==> src/rtl/pcmfade_pkg.sv <==
`timescale 1ns / 1ps
// ----------------------------------------------------------------------------
// pcmfade_pkg
// Shared types, widths and codes of the linear fade-in / fade-out core.
// ----------------------------------------------------------------------------
package pcmfade_pkg;

  // Sample index width; position saturates at min(clip length, largest index).
  localparam int IDX_W     = 32;
  localparam int SAMPLE_W  = 16;
  localparam int FADE_W    = 18;
  localparam int TOTAL_W   = 32;
  localparam int CFG_W     = 32;
  localparam int CFG_IDX_W = 1;
  // Width in which index, clip length and fade length are compared.
  localparam int CMP_W     = (IDX_W > TOTAL_W) ? IDX_W : TOTAL_W;
  localparam int PROD_W    = SAMPLE_W + FADE_W;
  // Quotient is below 2^SAMPLE_W, so the divider needs SAMPLE_W steps.
  localparam int DIV_STEPS = SAMPLE_W;
  localparam int CNT_W     = $clog2(DIV_STEPS);

  localparam logic [CMP_W-1:0] IDX_MAX = CMP_W'({64{1'b1}} >> (64 - IDX_W));

  localparam logic signed [SAMPLE_W:0] SAMPLE_MAX = 17'sd32767;
  localparam logic signed [SAMPLE_W:0] SAMPLE_MIN = -17'sd32768;

  // Register indexes of the configuration port.
  localparam logic [CFG_IDX_W-1:0] REG_FADE_LENGTH   = 1'b0;
  localparam logic [CFG_IDX_W-1:0] REG_TOTAL_SAMPLES = 1'b1;

  typedef enum logic [2:0] {
    ST_IDLE,
    ST_PREP,
    ST_MUL,
    ST_DIV,
    ST_DONE
  } state_t;

  // Commands from the controller to the datapath.
  typedef struct packed {
    logic load;
    logic prep;
    logic mul;
    logic div_step;
    logic out_load;
  } cmd_t;

  // Status from the datapath to the controller.
  typedef struct packed {
    logic bypass;
    logic div_last;
  } status_t;

endpackage

==> src/rtl/pcmfade_ctrl.sv <==
`timescale 1ns / 1ps
// ----------------------------------------------------------------------------
// pcmfade_ctrl
// Sequencer: accept, classify, multiply, divide if faded, pass the result on.
// ----------------------------------------------------------------------------
module pcmfade_ctrl (
  input  logic                  clk,
  input  logic                  rst_n,
  input  logic                  in_valid,
  output logic                  in_ready,
  output logic                  out_valid,
  input  logic                  out_ready,
  input  pcmfade_pkg::status_t  status,
  output pcmfade_pkg::cmd_t     cmd
);

  pcmfade_pkg::state_t state_r, state_nxt;
  logic                out_valid_r, out_valid_nxt;

  always_ff @(posedge clk) begin
    if (!rst_n) begin
      state_r     <= pcmfade_pkg::ST_IDLE;
      out_valid_r <= 1'b0;
    end else begin
      state_r     <= state_nxt;
      out_valid_r <= out_valid_nxt;
    end
  end

  // Next state
  always_comb begin
    state_nxt = state_r;
    unique case (state_r)
      pcmfade_pkg::ST_IDLE: begin
        if (in_valid) state_nxt = pcmfade_pkg::ST_PREP;
      end
      pcmfade_pkg::ST_PREP: state_nxt = pcmfade_pkg::ST_MUL;
      pcmfade_pkg::ST_MUL: begin
        state_nxt = status.bypass ? pcmfade_pkg::ST_DONE : pcmfade_pkg::ST_DIV;
      end
      pcmfade_pkg::ST_DIV: begin
        if (status.div_last) state_nxt = pcmfade_pkg::ST_DONE;
      end
      pcmfade_pkg::ST_DONE: begin
        if (!out_valid_r || out_ready) state_nxt = pcmfade_pkg::ST_IDLE;
      end
      default: state_nxt = pcmfade_pkg::ST_IDLE;
    endcase
  end

  // Outputs
  always_comb begin
    cmd      = '0;
    in_ready = 1'b0;
    unique case (state_r)
      pcmfade_pkg::ST_IDLE: begin
        in_ready = 1'b1;
        cmd.load = in_valid;
      end
      pcmfade_pkg::ST_PREP: cmd.prep = 1'b1;
      pcmfade_pkg::ST_MUL:  cmd.mul  = 1'b1;
      pcmfade_pkg::ST_DIV:  cmd.div_step = 1'b1;
      pcmfade_pkg::ST_DONE: cmd.out_load = !out_valid_r || out_ready;
      default: ;
    endcase
  end

  always_comb begin
    out_valid_nxt = out_valid_r;
    if (cmd.out_load) out_valid_nxt = 1'b1;
    else if (out_ready) out_valid_nxt = 1'b0;
  end

  assign out_valid = out_valid_r;

endmodule

==> src/rtl/pcmfade_dpath.sv <==
`timescale 1ns / 1ps
// ----------------------------------------------------------------------------
// pcmfade_dpath
// Configuration, sample position, gain selection, multiplier and divider.
// ----------------------------------------------------------------------------
module pcmfade_dpath (
  input  logic                                    clk,
  input  logic                                    rst_n,
  input  logic                                    cfg_we,
  input  logic [pcmfade_pkg::CFG_IDX_W-1:0]       cfg_index,
  input  logic [pcmfade_pkg::CFG_W-1:0]           cfg_data,
  input  logic signed [pcmfade_pkg::SAMPLE_W-1:0] in_sample_in,
  input  logic                                    in_restart,
  input  pcmfade_pkg::cmd_t                       cmd,
  output pcmfade_pkg::status_t                    status,
  output logic signed [pcmfade_pkg::SAMPLE_W-1:0] out_sample_out
);

  localparam int SW = pcmfade_pkg::SAMPLE_W;
  localparam int FW = pcmfade_pkg::FADE_W;
  localparam int CW = pcmfade_pkg::CMP_W;
  localparam int IW = pcmfade_pkg::IDX_W;

  logic [FW-1:0]                   fade_r;
  logic [pcmfade_pkg::TOTAL_W-1:0] total_r;
  logic [IW-1:0]                   pos_r, pos_nxt;
  logic [IW-1:0]                   idx_r;
  logic signed [SW-1:0]            sample_r;
  logic [FW-1:0]                   k_r, k_nxt;
  logic                            bypass_r, bypass_nxt;
  logic [FW-1:0]                   rem_r;
  logic [SW-1:0]                   quo_r;
  logic [pcmfade_pkg::CNT_W-1:0]   cnt_r;
  logic signed [SW-1:0]            out_r;

  // Configuration registers
  always_ff @(posedge clk) begin
    if (!rst_n) begin
      fade_r  <= '0;
      total_r <= '0;
    end else if (cfg_we) begin
      unique case (cfg_index)
        pcmfade_pkg::REG_FADE_LENGTH:   fade_r  <= cfg_data[FW-1:0];
        pcmfade_pkg::REG_TOTAL_SAMPLES: total_r <= cfg_data[pcmfade_pkg::TOTAL_W-1:0];
        default: ;
      endcase
    end
  end

  // Gain selection and position update
  logic [CW-1:0] idx_ext, tot_ext, fade_ext, idx_end, rem_end, lim;
  logic          in_fade, out_fade;

  always_comb begin
    idx_ext  = CW'(idx_r);
    tot_ext  = CW'(total_r);
    fade_ext = CW'(fade_r);
    in_fade  = idx_ext < fade_ext;
    idx_end  = (idx_ext > tot_ext) ? tot_ext : idx_ext;
    rem_end  = tot_ext - idx_end;
    out_fade = rem_end < fade_ext;
    k_nxt    = in_fade ? idx_ext[FW-1:0] : rem_end[FW-1:0];
    bypass_nxt = (fade_r == '0) || (!in_fade && !out_fade);
    lim      = (tot_ext < pcmfade_pkg::IDX_MAX) ? tot_ext : pcmfade_pkg::IDX_MAX;
    pos_nxt  = (idx_ext < lim) ? IW'(idx_ext + CW'(1)) : lim[IW-1:0];
  end

  always_ff @(posedge clk) begin
    if (!rst_n) begin
      pos_r <= '0;
    end else if (cmd.prep) begin
      pos_r <= pos_nxt;
    end
  end

  // Magnitude times gain, then restoring division by the fade length
  logic [SW-1:0]                     mag;
  logic [pcmfade_pkg::PROD_W-1:0]    prod;
  logic [FW:0]                       trial, diff;
  logic                              ge;

  always_comb begin
    mag   = sample_r[SW-1] ? SW'(~sample_r + 1'b1) : SW'(sample_r);
    prod  = pcmfade_pkg::PROD_W'(mag) * pcmfade_pkg::PROD_W'(k_r);
    trial = {rem_r, quo_r[SW-1]};
    diff  = trial - {1'b0, fade_r};
    ge    = trial >= {1'b0, fade_r};
  end

  always_ff @(posedge clk) begin
    if (cmd.load) begin
      sample_r <= in_sample_in;
      idx_r    <= in_restart ? '0 : pos_r;
    end
    if (cmd.prep) begin
      k_r      <= k_nxt;
      bypass_r <= bypass_nxt;
    end
    if (cmd.mul) begin
      rem_r <= prod[pcmfade_pkg::PROD_W-1:SW];
      quo_r <= prod[SW-1:0];
      cnt_r <= '0;
    end else if (cmd.div_step) begin
      rem_r <= ge ? diff[FW-1:0] : trial[FW-1:0];
      quo_r <= {quo_r[SW-2:0], ge};
      cnt_r <= cnt_r + 1'b1;
    end
  end

  // Sign restore and clamp
  logic signed [SW:0] signed_q, clamped;

  always_comb begin
    signed_q = sample_r[SW-1] ? -$signed({1'b0, quo_r}) : $signed({1'b0, quo_r});
    if (signed_q > pcmfade_pkg::SAMPLE_MAX)      clamped = pcmfade_pkg::SAMPLE_MAX;
    else if (signed_q < pcmfade_pkg::SAMPLE_MIN) clamped = pcmfade_pkg::SAMPLE_MIN;
    else                                         clamped = signed_q;
  end

  always_ff @(posedge clk) begin
    if (cmd.out_load) begin
      out_r <= bypass_r ? sample_r : clamped[SW-1:0];
    end
  end

  assign status.bypass   = bypass_r;
  assign status.div_last = (cnt_r == pcmfade_pkg::CNT_W'(pcmfade_pkg::DIV_STEPS - 1));
  assign out_sample_out  = out_r;

endmodule

==> src/rtl/pcm_linear_fade_in_out_core.sv <==
`timescale 1ns / 1ps
// ----------------------------------------------------------------------------
// pcm_linear_fade_in_out_core
// Linear fade-in / fade-out gain on a stream of signed 16-bit PCM words.
// ----------------------------------------------------------------------------
// Steps after input acceptance when faded: classify, multiply, 16 divider
//   steps, output load; when the word passes unchanged: classify, multiply,
//   output load. No new word is taken until the previous result is loaded
//   into the output register; the 16-step restoring divider sets the pace.
// Reset (rst_n low, synchronous) clears the position, both registers and the
//   controller; no result is held afterwards.
// ----------------------------------------------------------------------------
module pcm_linear_fade_in_out_core (
  input  logic                                    clk,
  input  logic                                    rst_n,
  // configuration write port
  input  logic                                    cfg_we,
  input  logic [pcmfade_pkg::CFG_IDX_W-1:0]       cfg_index,
  input  logic [pcmfade_pkg::CFG_W-1:0]           cfg_data,
  // input words
  input  logic                                    in_valid,
  output logic                                    in_ready,
  input  logic signed [pcmfade_pkg::SAMPLE_W-1:0] in_sample_in,
  input  logic                                    in_restart,
  // result words
  output logic                                    out_valid,
  input  logic                                    out_ready,
  output logic signed [pcmfade_pkg::SAMPLE_W-1:0] out_sample_out
);

  // The controller steps through accept, classify, multiply and, if faded,
  // divide; the result sits in an output register, so the next word may be
  // taken while the previous one still waits downstream. The controller
  // holds a finished word in its last state until the output register is free.
  pcmfade_pkg::cmd_t    cmd;
  pcmfade_pkg::status_t status;

  pcmfade_ctrl u_ctrl (
    .clk       (clk),
    .rst_n     (rst_n),
    .in_valid  (in_valid),
    .in_ready  (in_ready),
    .out_valid (out_valid),
    .out_ready (out_ready),
    .status    (status),
    .cmd       (cmd)
  );

  // The datapath keeps the fade and clip lengths, the running position, the
  // gain selection, a 16x18 multiplier and a one-bit-a-cycle divider.
  pcmfade_dpath u_dpath (
    .clk            (clk),
    .rst_n          (rst_n),
    .cfg_we         (cfg_we),
    .cfg_index      (cfg_index),
    .cfg_data       (cfg_data),
    .in_sample_in   (in_sample_in),
    .in_restart     (in_restart),
    .cmd            (cmd),
    .status         (status),
    .out_sample_out (out_sample_out)
  );

endmodule
==> config.mk <==
export PLATFORM = sky130hd
export DESIGN_NAME = pcm_linear_fade_in_out_core
export DESIGN_NICKNAME = d
export VERILOG_FILES = /design/src/rtl/pcmfade_pkg.sv /design/src/rtl/pcmfade_ctrl.sv /design/src/rtl/pcmfade_dpath.sv /design/src/rtl/pcm_linear_fade_in_out_core.sv
export SDC_FILE = /design/constraint.sdc
export NUM_CORES = 1
export LEC_CHECK = 0
export BUFFER_PORTS_ARGS = -buffer_cell sky130_fd_sc_hd__buf_2
export CORE_UTILIZATION = 36
export CTS_CLUSTER_SIZE = 40
export DETAILED_ROUTE_END_ITERATION = 8
export GPL_ROUTABILITY_DRIVEN = 0
export PLACE_DENSITY = 0.54
export SLEW_MARGIN = 20
export SYNTH_ARGS = -nofsm -noshare
export SYNTH_HDL_FRONTEND = slang
export SYNTH_SLANG_ARGS = --single-unit
==> constraint.sdc <==
create_clock -name clk -period 7.3 [get_ports clk]
set_input_delay 1.095 -clock clk [delete_from_list [all_inputs] [get_ports clk]]
set_output_delay 1.095 -clock clk [all_outputs]
set_load 0.01 [all_outputs]
==> results_dict.tcl <==
set metrics [dict create \
    status "finished with violations" \
    violations "setup timing" \
    via_per_inst 5.16 \
    first_iter_violations 911 \
    rows 93 \
    drive_gt1_share_pct 17.2 \
    startpoint_type "register" \
    syn2layout_area_growth_pct 18.9 \
    worst-path-max-fanout 5 \
    hold_path_class "reg -> reg" \
    setup_ws_ns -0.372 \
    seq_area_frac_synth_pct 22.3 \
    ys.warnings.count 0 \
    final_cell_mix "416 x nand2_1, 338 x inv_1, 235 x ha_1" \
    num_vias 19700 \
    cp_data_required_time_ns 7.70 \
    first_pass_iters 5 \
    syn_nets 3249 \
    overflow 0 \
    ys_types 71 \
    htreeDepth 1 \
    slew_violations 0 \
    fin_hold_ws_ns 0.446 \
    relSlewSlack_pct 43.7 \
    clk_pin_slew_ns 0.06 \
    fin_util_pct 43.6 \
    layout_commonest_cell "nand2_1" \
    dieArea_mm2 0.0671 \
    seq_area_mm2 0.00532 \
    port_buffers 72 \
    antenna_found_initial 1 \
    synth-seq-cells 207 \
    clock_latency_ns 0.59 \
    crit_type "reg -> reg" \
    io_pins 73 \
    die_height_um 259 \
    avgSynthCellArea_um2 8.77 \
    grt_start_max_net_pins 80 \
    clockBufferDepth 3 \
    synth_area_mm2 0.0238 \
    dp_hpwl_mm 54.2 \
    syn_inst 2714 \
    track_usage_pct 20.7 \
    grt_pass1_vias 20500 \
    min_period_ns 7.67 \
    drtAntennaViolNets 0 \
    multi_input_area_mm2 0.0175 \
    worst_pin_slew_ns 0.844 \
    root_buffer "clkbuf_16" \
    fin_skew_ns 0.0443 \
    fin_nets 3482 \
    hold_viol 0 \
    finalSetupViolCount 12 \
    nFillCells 6414 \
    wl_mm 68.1 \
    die_width_um 259 \
    fmax_mhz 130 \
    synthArstFlopShare_pct 0 \
    start_util_pct 36.6 \
    setup.worst_path.end_class "register" \
    synth_ff_type "edfxtp_1" \
    fin_crit_sh_pct 105 \
    drv_cap 0 \
    drc 0 \
    antenna-diode-count 0 \
    coreArea_mm2 0.0649 \
    cts_sinks 207 \
    rsz0062_at_grt "yes" \
    synth_edf_count 117 \
    cts_buffers 26 \
    grt_pass1_wl_mm 111 \
    cts_tree "built" \
    finalSetupTns_ns -1.97 \
    wl_per_cell_um 17.8 \
    critPathArrivalTime_ns 8.07 \
]
==> cell families after synthesis <==
logic type	Yosys count	share of synthesized area (%)
xor gates and xnor gates	119	4.38
muxes	58	2.54
and+or+nand+nor	885	17.7
buffers and inverters	462	7.33
adders and majority gates	480	32.3
AOI/OAI and AO/OA	503	13.4
DFF	207	22.3
==> flip-flops by register name (all words and copies together), names as in the netlist <==
signal	count
u_dpath.idx_ext	32
u_dpath.pos_r	32
u_dpath.tot_ext	32
u_dpath.fade_r	18
u_dpath.k_r	18
u_dpath.rem_r	18
u_dpath.out_sample_out	16
u_dpath.quo_r	16
u_dpath.sample_r	16
u_dpath.cnt_r	4
u_ctrl.state_r	3
u_ctrl.out_valid	1
u_dpath.bypass_r	1
==> metrics by stage <==
step,cells,setup WS (ns),cell area (um2)
final,3822,-0.372,28300
after global placement,3744,-0.367,26600
after floorplan,2714,-0.112,24000
after detailed placement,3744,-0.459,26600
after global routing,3822,-0.699,28300
after CTS,3808,-0.371,27900
==> cells in the mapped netlist, types with 8 or more instances <==
library cell / number / share of area [%]
edfxtp_1: 117 / 15
mux2i_1: 39 / 1.6
or3_1: 15 / 0.39
clkbuf_1: 94 / 1.5
nor4_1: 9 / 0.24
and3_1: 12 / 0.32
o22ai_1: 25 / 0.66
a21o_1: 64 / 2.0
dfxtp_1: 90 / 7.6
nand4_1: 25 / 0.66
nand2b_1: 29 / 0.76
nor2_1: 103 / 1.6
nand3_1: 38 / 0.80
o21ai_0: 90 / 1.9
ha_1: 256 / 13
o211ai_1: 15 / 0.47
o31ai_1: 15 / 0.47
xor2_1: 48 / 1.8
a21oi_1: 144 / 3.0
xnor2_1: 71 / 2.6
a211oi_1: 10 / 0.32
inv_1: 356 / 5.6
a22o_1: 8 / 0.29
nor2b_1: 58 / 1.5
a31oi_1: 16 / 0.42
nand2_1: 423 / 6.7
fa_1: 224 / 19
mux2_2: 19 / 0.90
and2_1: 127 / 3.3
o21a_1: 12 / 0.38
a21boi_0: 53 / 1.7
nor3_1: 21 / 0.44
==> per-layer routing <==
| layer | track usage [%] | share of wire (%) | up-vias |
|---|---|---|---|
| li1 | - | - | 9495 |
| met2 | 35.3 | 48 | 423 |
| met5 | 0 | 0 | - |
| met3 | 2.06 | 4.1 | 104 |
| met1 | 28.0 | 45 | 9700 |
| met4 | 5.51 | 2.7 | 0 |
==> worst max-delay path, cell delays in order, from the launching register on <==
cell and delay [ns]:
edfxtp_1 0.39, or3_4 0.40, or3_4 0.42, or3_4 0.40, o21a_1 0.20, xor2_2 0.16
buf_6 0.15, and2_4 0.13, fa_1 0.53, fa_2 0.46, fa_2 0.56, fa_2 0.43
fa_1 0.50, inv_1 0.05, fa_1 0.50, inv_2 0.05, ha_4 0.20, a21o_1 0.17
a21o_1 0.16, a21oi_2 0.16, o21ai_2 0.09, or3_1 0.32, a31oi_2 0.20, nor3_2 0.07
nor2_1 0.15, a2111oi_2 0.09, or3_1 0.38, a31oi_1 0.18
==> worst paths after layout <==
check                                                   start                       endpoint  slack [ns]  depth (start not counted)
worst min register to register  u_dpath.pos_r[9]$_SDFFE_PN0P_  u_dpath.pos_r[9]$_SDFFE_PN0P_        0.45                          2
worst max register to register  u_dpath.sample_r[8]$_DFFE_PP_    u_dpath.rem_r[17]$_DFFE_PP_       -0.37                         27
worst max-delay path            u_dpath.sample_r[8]$_DFFE_PP_    u_dpath.rem_r[17]$_DFFE_PP_       -0.37                         27
worst min-delay path            u_dpath.pos_r[9]$_SDFFE_PN0P_  u_dpath.pos_r[9]$_SDFFE_PN0P_        0.45                          2
==> timing repair <==
action | in CTS | in global routing
hold buffers | 0 | 0
pin swaps | 80 | 84
resized for setup | 61 | 66
setup buffers | 16 | 16
endpoints found under the setup margin | 16 | 20
gates cloned | 1 | 0
==> area by class of cell <==
class | instances | share of cell area (%)
multi-input cells | 2045 | 61.7
flip-flops and latches | 207 | 18.8
inverters | 356 | 4.72
clock buffers | 30 | 2.46
clock inverters | 18 | 0.654
repair buffers | 311 | 7.84
well taps | 855 | 3.78
Power is left out: the tool's default activity adds up to more than one toggle a clock period on the data nets, which glitch-free logic cannot reach.
